$ cat src/hdl/sme_pkg.sv
// Shared widths, opcodes, status codes and controller/datapath interface types.
`timescale 1ns / 1ps
package sme_pkg;

    localparam int DATA_W  = 32;
    localparam int ACT_W   = 4;
    localparam int IP_W    = 16;
    localparam int LIMIT_W = 16;
    localparam int STEP_W  = 17;
    localparam int COUNT_W = 7;
    localparam int STS_W   = 3;

    localparam logic [LIMIT_W-1:0] LIMIT_RESET = 16'd30;

    localparam logic [ACT_W-1:0] OP_PUSH  = 4'd0;
    localparam logic [ACT_W-1:0] OP_ADD   = 4'd1;
    localparam logic [ACT_W-1:0] OP_SUB   = 4'd2;
    localparam logic [ACT_W-1:0] OP_MUL   = 4'd3;
    localparam logic [ACT_W-1:0] OP_DIV   = 4'd4;
    localparam logic [ACT_W-1:0] OP_PRINT = 4'd5;
    localparam logic [ACT_W-1:0] OP_JMP   = 4'd6;
    localparam logic [ACT_W-1:0] OP_DUP   = 4'd7;
    localparam logic [ACT_W-1:0] OP_HALT  = 4'd8;

    localparam logic [STS_W-1:0] STS_OK        = 3'd0;
    localparam logic [STS_W-1:0] STS_UNKNOWN   = 3'd1;
    localparam logic [STS_W-1:0] STS_OVERFLOW  = 3'd2;
    localparam logic [STS_W-1:0] STS_UNDERFLOW = 3'd3;
    localparam logic [STS_W-1:0] STS_DIVZERO   = 3'd4;
    localparam logic [STS_W-1:0] STS_STOPPED   = 3'd5;

    typedef struct packed {
        logic load;
        logic div_start;
        logic commit;
    } ctrl_cmd_t;

    typedef struct packed {
        logic need_div;
        logic div_done;
    } dp_sts_t;

endpackage

$ cat src/hdl/sme_div.sv
// Iterative signed 32-bit divider, one quotient bit per cycle, truncating toward zero.
`timescale 1ns / 1ps
module sme_div
    import sme_pkg::*;
(
    input  logic              clk,
    input  logic              rst_n,
    input  logic              start,
    input  logic [DATA_W-1:0] num,
    input  logic [DATA_W-1:0] den,
    output logic              done,
    output logic [DATA_W-1:0] quot
);

    localparam int CNT_W = $clog2(DATA_W);

    logic              busy_reg;
    logic              done_reg;
    logic [CNT_W-1:0]  cnt_reg;
    logic [DATA_W-1:0] q_reg;
    logic [DATA_W-1:0] dm_reg;
    logic [DATA_W-1:0] rem_reg;
    logic              neg_reg;
    logic [DATA_W:0]   shifted;
    logic [DATA_W:0]   diff;
    logic              ge;

    assign shifted = {rem_reg, q_reg[DATA_W-1]};
    assign diff    = shifted - {1'b0, dm_reg};
    assign ge      = shifted >= {1'b0, dm_reg};

    always_ff @(posedge clk or negedge rst_n)
    begin
        if (!rst_n)
        begin
            busy_reg <= 1'b0;
            done_reg <= 1'b0;
            cnt_reg  <= '0;
        end
        else if (start)
        begin
            busy_reg <= 1'b1;
            done_reg <= 1'b0;
            cnt_reg  <= '0;
        end
        else if (busy_reg)
        begin
            cnt_reg <= cnt_reg + 1'b1;
            if (cnt_reg == CNT_W'(DATA_W - 1))
            begin
                busy_reg <= 1'b0;
                done_reg <= 1'b1;
            end
        end
    end

    // Work on magnitudes; the sign is put back at the output.
    always_ff @(posedge clk)
    begin
        if (start)
        begin
            q_reg   <= num[DATA_W-1] ? (~num + 1'b1) : num;
            dm_reg  <= den[DATA_W-1] ? (~den + 1'b1) : den;
            rem_reg <= '0;
            neg_reg <= num[DATA_W-1] ^ den[DATA_W-1];
        end
        else if (busy_reg)
        begin
            rem_reg <= ge ? diff[DATA_W-1:0] : shifted[DATA_W-1:0];
            q_reg   <= {q_reg[DATA_W-2:0], ge};
        end
    end

    assign done = done_reg;
    assign quot = neg_reg ? (~q_reg + 1'b1) : q_reg;

endmodule

$ cat src/hdl/sme_ctrl.sv
// Controller: sequences capture, execute, divide wait and output register hand-off.
`timescale 1ns / 1ps
module sme_ctrl
    import sme_pkg::*;
(
    input  logic       clk,
    input  logic       rst_n,
    input  logic       in_valid,
    output logic       in_ready,
    output logic       out_valid,
    input  logic       out_ready,
    input  dp_sts_t    sts,
    output ctrl_cmd_t  cmd
);

    typedef enum logic [2:0] {
        S_IDLE = 3'b001,
        S_EXEC = 3'b010,
        S_DIV  = 3'b100
    } state_t;

    state_t state_reg;
    state_t state_next;
    logic   out_valid_reg;
    logic   out_valid_next;
    logic   out_free;

    assign out_free = !out_valid_reg || out_ready;

    always_comb
    begin
        state_next     = state_reg;
        cmd            = '0;
        in_ready       = 1'b0;
        out_valid_next = out_valid_reg && !out_ready;
        unique case (state_reg)
            S_IDLE:
            begin
                in_ready = 1'b1;
                if (in_valid)
                begin
                    cmd.load   = 1'b1;
                    state_next = S_EXEC;
                end
            end
            S_EXEC:
            begin
                if (sts.need_div)
                begin
                    cmd.div_start = 1'b1;
                    state_next    = S_DIV;
                end
                else if (out_free)
                begin
                    cmd.commit     = 1'b1;
                    out_valid_next = 1'b1;
                    state_next     = S_IDLE;
                end
            end
            S_DIV:
            begin
                // hold until the quotient is ready and the output slot is free
                if (sts.div_done && out_free)
                begin
                    cmd.commit     = 1'b1;
                    out_valid_next = 1'b1;
                    state_next     = S_IDLE;
                end
            end
            default:
            begin
                state_next = S_IDLE;
            end
        endcase
    end

    always_ff @(posedge clk or negedge rst_n)
    begin
        if (!rst_n)
        begin
            state_reg     <= S_IDLE;
            out_valid_reg <= 1'b0;
        end
        else
        begin
            state_reg     <= state_next;
            out_valid_reg <= out_valid_next;
        end
    end

    assign out_valid = out_valid_reg;

endmodule

$ cat src/hdl/sme_dp.sv
// Datapath: machine state, opcode decode, ALU, divider and result register.
`timescale 1ns / 1ps
module sme_dp
    import sme_pkg::*;
#(
    parameter int STACK_DEPTH = 64
)
(
    input  logic               clk,
    input  logic               rst_n,
    input  logic               cfg_we,
    input  logic [LIMIT_W-1:0] cfg_data,
    input  logic [ACT_W-1:0]   in_action,
    input  logic [DATA_W-1:0]  in_operand,
    input  ctrl_cmd_t          cmd,
    output dp_sts_t            sts,
    output logic [STS_W-1:0]   status,
    output logic               print_valid,
    output logic [DATA_W-1:0]  print_value,
    output logic [IP_W-1:0]    next_ip,
    output logic               is_running,
    output logic [COUNT_W-1:0] stack_count
);

    localparam int SP_W = $clog2(STACK_DEPTH + 1);

    logic [ACT_W-1:0]   act_reg;
    logic [DATA_W-1:0]  opnd_reg;
    logic [SP_W-1:0]    sp_reg;
    logic [IP_W-1:0]    ip_reg;
    logic               run_reg;
    logic [STEP_W-1:0]  step_reg;
    logic [LIMIT_W-1:0] limit_reg;
    logic [DATA_W-1:0]  top_reg;
    logic [DATA_W-1:0]  sec_reg;

    logic [STS_W-1:0]   o_status_reg;
    logic               o_pvalid_reg;
    logic [DATA_W-1:0]  o_pvalue_reg;
    logic [IP_W-1:0]    o_ip_reg;
    logic               o_run_reg;
    logic [COUNT_W-1:0] o_count_reg;

    logic               live;
    logic               need1;
    logic               need2;
    logic               grows;
    logic               unknown;
    logic               underflow;
    logic               overflow;
    logic [STS_W-1:0]   sts_code;
    logic [DATA_W-1:0]  res;
    logic               pvalid;
    logic [DATA_W-1:0]  pvalue;
    logic [IP_W-1:0]    ip_next;
    logic               halt;
    logic               push;
    logic [DATA_W-1:0]  prod;
    logic               div_done;
    logic [DATA_W-1:0]  div_quot;
    logic [SP_W-1:0]    sp_after;
    logic [STEP_W-1:0]  step_after;
    logic               run_after;
    logic [SP_W+COUNT_W-1:0] sp_wide;

    sme_div u_div (
        .clk   (clk),
        .rst_n (rst_n),
        .start (cmd.div_start),
        .num   (sec_reg),
        .den   (top_reg),
        .done  (div_done),
        .quot  (div_quot)
    );

    assign live = run_reg && (step_reg <= {1'b0, limit_reg});
    assign prod = sec_reg * top_reg;

    always_comb
    begin
        need1 = 1'b0;
        need2 = 1'b0;
        grows = 1'b0;
        unique case (act_reg) inside
            OP_PUSH:
            begin
                grows = 1'b1;
            end
            OP_ADD, OP_SUB, OP_MUL, OP_DIV:
            begin
                need1 = 1'b1;
                need2 = 1'b1;
                grows = 1'b1;
            end
            OP_PRINT:
            begin
                need1 = 1'b1;
            end
            OP_DUP:
            begin
                need1 = 1'b1;
                grows = 1'b1;
            end
            default:
            begin
                grows = 1'b0;
            end
        endcase
    end

    assign unknown   = act_reg > OP_HALT;
    assign underflow = (need2 && (sp_reg < SP_W'(2))) || (need1 && (sp_reg == '0));
    assign overflow  = grows && (sp_reg >= SP_W'(STACK_DEPTH));

    always_comb
    begin
        sts_code = STS_OK;
        res      = '0;
        pvalid   = 1'b0;
        pvalue   = '0;
        ip_next  = ip_reg + 1'b1;
        halt     = 1'b0;
        if (!live)
        begin
            sts_code = STS_STOPPED;
            ip_next  = ip_reg;
        end
        else if (unknown)
        begin
            sts_code = STS_UNKNOWN;
        end
        else if (underflow)
        begin
            sts_code = STS_UNDERFLOW;
        end
        else if (overflow)
        begin
            sts_code = STS_OVERFLOW;
        end
        else
        begin
            unique case (act_reg)
                OP_PUSH:  res = opnd_reg;
                OP_ADD:   res = sec_reg + top_reg;
                OP_SUB:   res = sec_reg - top_reg;
                OP_MUL:   res = prod;
                OP_DIV:
                begin
                    if (top_reg == '0)
                        sts_code = STS_DIVZERO;
                    else
                        res = div_quot;
                end
                OP_PRINT:
                begin
                    pvalid = 1'b1;
                    pvalue = top_reg;
                end
                OP_JMP:   ip_next = opnd_reg[IP_W-1:0];
                OP_DUP:   res = top_reg;
                OP_HALT:  halt = 1'b1;
                default:  res = '0;
            endcase
        end
    end

    assign push       = live && grows && (sts_code == STS_OK);
    assign sp_after   = push ? (sp_reg + 1'b1) : sp_reg;
    assign step_after = live ? (step_reg + 1'b1) : step_reg;
    assign run_after  = run_reg && !halt;
    assign sp_wide    = {{COUNT_W{1'b0}}, sp_after};

    assign sts.need_div = live && !unknown && !underflow && !overflow
                          && (act_reg == OP_DIV) && (top_reg != '0);
    assign sts.div_done = div_done;

    always_ff @(posedge clk)
    begin
        if (cmd.load)
        begin
            act_reg  <= in_action;
            opnd_reg <= in_operand;
        end
    end

    always_ff @(posedge clk or negedge rst_n)
    begin
        if (!rst_n)
        begin
            sp_reg    <= '0;
            ip_reg    <= '0;
            run_reg   <= 1'b1;
            step_reg  <= '0;
            limit_reg <= LIMIT_RESET;
        end
        else
        begin
            if (cfg_we)
                limit_reg <= cfg_data;
            if (cmd.commit && live)
            begin
                sp_reg   <= sp_after;
                ip_reg   <= ip_next;
                step_reg <= step_after;
                run_reg  <= run_after;
            end
        end
    end

    // Nothing ever pops, so only the two top entries are ever read back.
    always_ff @(posedge clk)
    begin
        if (cmd.commit && push)
        begin
            top_reg <= res;
            sec_reg <= top_reg;
        end
    end

    always_ff @(posedge clk)
    begin
        if (cmd.commit)
        begin
            o_status_reg <= sts_code;
            o_pvalid_reg <= pvalid;
            o_pvalue_reg <= pvalue;
            o_ip_reg     <= ip_next;
            o_run_reg    <= run_after && (step_after <= {1'b0, limit_reg});
            o_count_reg  <= sp_wide[COUNT_W-1:0];
        end
    end

    assign status      = o_status_reg;
    assign print_valid = o_pvalid_reg;
    assign print_value = o_pvalue_reg;
    assign next_ip     = o_ip_reg;
    assign is_running  = o_run_reg;
    assign stack_count = o_count_reg;

endmodule

$ cat src/hdl/stack_machine_executor.sv
// Top level of the stack machine executor: controller, datapath and port packing.
//
//  channel   direction  handshake             payload
//  s_*       in         s_tvalid / s_tready   tuser: action; tdata: operand
//  m_*       out        m_tvalid / m_tready   tuser: status, print_valid;
//                                             tdata: print_value, next_ip, is_running,
//                                             stack_count
//  cfg_*     in         cfg_valid / cfg_ready cfg_data: step_limit
//
// An instruction passes through capture and execute; div also waits for the
// bit-serial divider. One instruction is in flight at a time.
// A new instruction is taken while the previous result waits in the output register.
// The stack starts empty after reset; step_limit resets to 30. cfg_ready is always high.
`timescale 1ns / 1ps
module stack_machine_executor
    import sme_pkg::*;
#(
    parameter int STACK_DEPTH = 64
)
(
    input  logic               clk,
    input  logic               rst_n,
    input  logic               s_tvalid,
    output logic               s_tready,
    input  logic [31:0]        s_tdata,   // [31:0] operand
    input  logic [3:0]         s_tuser,   // [3:0] action
    output logic               m_tvalid,
    input  logic               m_tready,
    output logic [55:0]        m_tdata,   // [31:0] print_value, [47:32] next_ip,
                                          // [48] is_running, [55:49] stack_count
    output logic [3:0]         m_tuser,   // [2:0] status, [3] print_valid
    input  logic               cfg_valid,
    output logic               cfg_ready,
    input  logic [LIMIT_W-1:0] cfg_data
);

    ctrl_cmd_t          cmd;
    dp_sts_t            sts;
    logic [STS_W-1:0]   status;
    logic               print_valid;
    logic [DATA_W-1:0]  print_value;
    logic [IP_W-1:0]    next_ip;
    logic               is_running;
    logic [COUNT_W-1:0] stack_count;

    assign cfg_ready = 1'b1;

    sme_ctrl u_ctrl (
        .clk       (clk),
        .rst_n     (rst_n),
        .in_valid  (s_tvalid),
        .in_ready  (s_tready),
        .out_valid (m_tvalid),
        .out_ready (m_tready),
        .sts       (sts),
        .cmd       (cmd)
    );

    sme_dp #(
        .STACK_DEPTH (STACK_DEPTH)
    ) u_dp (
        .clk         (clk),
        .rst_n       (rst_n),
        .cfg_we      (cfg_valid && cfg_ready),
        .cfg_data    (cfg_data),
        .in_action   (s_tuser),
        .in_operand  (s_tdata),
        .cmd         (cmd),
        .sts         (sts),
        .status      (status),
        .print_valid (print_valid),
        .print_value (print_value),
        .next_ip     (next_ip),
        .is_running  (is_running),
        .stack_count (stack_count)
    );

    assign m_tdata = {stack_count, is_running, next_ip, print_value};
    assign m_tuser = {print_valid, status};

endmodule

$ cat config.mk
export PLATFORM = sky130hd
export DESIGN_NAME = stack_machine_executor
export DESIGN_NICKNAME = d
export VERILOG_FILES = /design/src/hdl/sme_pkg.sv /design/src/hdl/sme_div.sv /design/src/hdl/sme_ctrl.sv /design/src/hdl/sme_dp.sv /design/src/hdl/stack_machine_executor.sv
export SDC_FILE = /design/constraint.sdc
export NUM_CORES = 2
export LEC_CHECK = 0
export BUFFER_PORTS_ARGS = -buffer_cell sky130_fd_sc_hd__buf_2
export CAP_MARGIN = 20
export CORE_ASPECT_RATIO = 1.2
export CORE_UTILIZATION = 45
export DETAILED_ROUTE_END_ITERATION = 16
export PLACE_DENSITY = 0.69
export SLEW_MARGIN = 0
export SYNTH_ARGS = -nofsm -noshare
export SYNTH_HDL_FRONTEND = slang
export SYNTH_HIERARCHICAL = 1
export SYNTH_SLANG_ARGS = --single-unit
$ cat constraint.sdc
create_clock -name clk -period 8 [get_ports clk]
set_input_delay 1.6 -clock clk [delete_from_list [all_inputs] [get_ports clk]]
set_output_delay 1.6 -clock clk [all_outputs]
set_load 0.01 [all_outputs]
==> out/summary.txt <==
Synth async-reset ratio -> 20.92%
CTS Buf Count -> 43
Yosys top cell by area -> fa_1
Net count, final -> 4613
EDFF count, synth -> 225
Cell Rows -> 112
Final hold slack -> 0.4618 ns
Post-synthesis compound-gate area fraction -> 10.67%
Post-synthesis simple-gate area fraction -> 17.37%
Worst Path Arrival -> 8.01 ns
CP max stage delay -> 0.86 ns
Critical path required time -> 8.32 ns
H-tree levels -> 2
Final antenna-violating net count -> 0
CP Class -> flop to flop
Die Y -> 311.0 µm
VDD IR max -> 0.1241 mV
Most common cell after layout, fill and taps aside -> inv_1
Die area -> 80710 µm²
DRT iter0 DRCs -> 2647
GRT met3 Usage -> 3.299%
Largest family of logic cells by synthesized area -> adder cells
Maxcap violations -> 0
Setup Viol. Count Final -> 0
Met2 global-route usage -> 43.83%
First-pass GRT wire length -> 164900 µm
CTS resizes -> 0
Share of the synthesized area in the top cell type -> 22.92%
Placed Area -> 37960 µm²
CTS tree -> done
Final Hold Viols -> 0
P&R area growth vs syn -> 10.59%
CTS max path bufs -> 3
Vias in the first global route -> 28210
Max_slew headroom -> 33.84%
Crit share post-route -> 96.16%
Post-Syn Instances -> 3794
Kind of end point of the critical path -> flop
Slew Viols, Final -> 0
GRT Residual Overflow -> 0
Slew at the pin closest to its max-slew limit -> 0.9893 ns
Overall Power -> 3763 µW
Clock transition at path regs -> 0.06 ns
Synthesized-area fraction occupied by adder cells -> 30.92%
Synth top area cells -> fa_1 23%, edfxtp_1 19%, ha_1 8.0%
CTS root buf -> clkbuf_16
Post-Syn Area -> 35810 µm²
Crit-path max FO -> 10
Post-Synth XOR/XNOR Area -> 7.289%
Post-route insts no fill -> 4978
Most frequent cells in the layout -> 477 x inv_1, 415 x nand2_1, 410 x fa_1
Total routed wirelength -> 106000 µm
# DRC -> 0
Syn_area_per_cell -> 9.438 µm²
Clk_skew -> 0.03291 ns
GP Congestion -> 0.9681
Core Area -> 78200 µm²
Cell repeated most along the worst path -> fa_1
Pre-CTS WS -> 0.3073 ns
PwrDens -> 95.04 nW/µm²
Ys flop type -> edfxtp_1
DP Wirelength -> 81260 µm
Worst Path Buf+Inv -> 3
Crit path time final -> 7.692 ns
CP delay by family, top -> adder cells
Largest net degree at the start of global routing -> 69
# IOs -> 120
Placed Instances -> 4867
Crit path cell chain -> nand2_1 -> fa_1 -> inv_1 -> fa_1 -> inv_1 -> fa_1 -> fa_1 -> fa_1 -> inv_1 -> fa_1 -> fa_1 -> fa_1 -> ha_1 -> a2111oi_2 -> o21ai_1 -> a31o_1 -> a21oi_1 -> o21ai_0 -> a41o_1 -> a31oi_1 -> xnor2_1 -> a222oi_1 -> a21oi_1
PortBufs -> 118
Startpoint Class -> flop
Pre-antenna DRT Iters -> 6
Count of cell types in the netlist -> 92
Hold Crit Class -> flop to flop
Synthesized flop and latch total -> 325
DIE WIDTH -> 259.5 µm
Most used routing layer -> met2
Initial antenna violation count -> 3
Cell leakage power -> 0.01744 µW
Final worst slack -> 0.3075 ns
Final instance area -> 39600 µm²
Clock latency on the worst-skew pair -> 0.60 ns
Routed vias -> 27950
Max Freq -> 130.0 MHz
Worst path slowest cell -> edfxtp_1
Multiplexer area fraction after synthesis -> 1.139%
Sequential cell area fraction in the yosys report -> 25.43%
Status -> finished, final reports clean
Vias/cell -> 5.615
Synth Warn # -> 6
Layout cells sized above 1 -> 10.33%
Met1 Use GR -> 33.79%
Routed wire length per instance -> 21.29 µm
Aggregate global-route resource usage -> 26.58%
Syn nets -> 4490
Initial Util -> 45.79%
Clock Sinks -> 325
-- cell type report --
| cell class | instances | area (µm²) |
|---|---|---|
| well taps | 1026 | 1284 |
| multi-input cells | 2796 | 24210 |
| flip-flops and latches | 325 | 9106 |
| clock buffers | 45 | 1084 |
| inverters | 478 | 1794 |
| fillers | 7236 | 38600 |
| clock inverters | 34 | 279.0 |
| diodes | 1 | 2.502 |
| repair buffers | 273 | 1842 |
-- final timing paths --
path                       slack, ns            endpoint        startpoint  cells after the start
max                             0.31    u_dp/top_reg[31]  u_dp/top_reg[17]                     23
min                             0.46        u_dp/run_reg      u_dp/run_reg                      1
max reg2reg                     0.31    u_dp/top_reg[31]  u_dp/top_reg[17]                     23
min reg2reg                     0.46        u_dp/run_reg      u_dp/run_reg                      1
max in group asynchronous       6.16      u_dp/sp_reg[3]             rst_n                      2
min in group asynchronous       1.22  u_dp/limit_reg[15]             rst_n                      2
-- timing repair --
action	CTS	global route
setup buffers	0	31
setup endpoints to repair	0	2
hold buffers	0	0
-- metrics by stage --
step / util [%] / TNS (ns)
after floorplan: - / 0
after global placement: 48.55 / 0
after detailed placement: 48.55 / 0
after CTS: 50.29 / 0
after global routing: 50.64 / -0.009988
final: 50.64 / 0
-- routing by layer --
metal / vias to the layer above / share of wire (%)
met2: 1084 / 48
met3: 269 / 6.5
met5: - / 0
met1: 13810 / 39
li1: 12780 / -
met4: 0 / 6.1
-- logic make-up after synthesis --
family | after synthesis
compound gates | 591
other cells | 1
buf+inv | 673
simple gates | 1227
mux | 40
fa+ha+maj | 639
xor+xnor | 298
flops | 325
-- worst register-to-register path: cells and delay by family, from the launching register on --
kind	cells	cell delay (ns)
adders and majority gates	9	4.03
buffers and inverters	3	0.21
and+or+nand+nor	1	0.21
AOI/OAI and AO/OA	9	1.99
DFF	1	0.86
xor gates and xnor gates	1	0.09
-- power breakdown --
part	switching (µW)	internal (µW)
combinational	39.7	29.0
clock	835	1070
sequential	2.33	1790
-- synthesized netlist by cell type (7+ instances only) --
cell type	instances
or4_1	20
nor3_1	39
a222oi_1	19
xor2_1	110
a31oi_1	22
o21a_1	24
or2_2	10
or3_1	20
ha_1	229
nor2_1	192
o211ai_1	13
nand3_1	41
o41ai_1	16
nor4_1	17
a22o_1	9
a21oi_1	177
and4_1	7
nor3b_1	7
o31ai_1	38
nand3b_1	8
buf_1	7
xnor2_1	188
dfrtp_1	62
a221oi_1	11
edfxtp_1	225
clkbuf_1	171
nand4_1	20
nor2b_1	24
a211oi_1	21
inv_1	477
dfxtp_1	32
mux2i_1	34
a21o_1	34
and2_1	342
and3_1	19
fa_1	410
nand2b_1	22
o21ai_0	134
buf_2	10
nand2_1	415
Power figures use the tool's default switching activity.
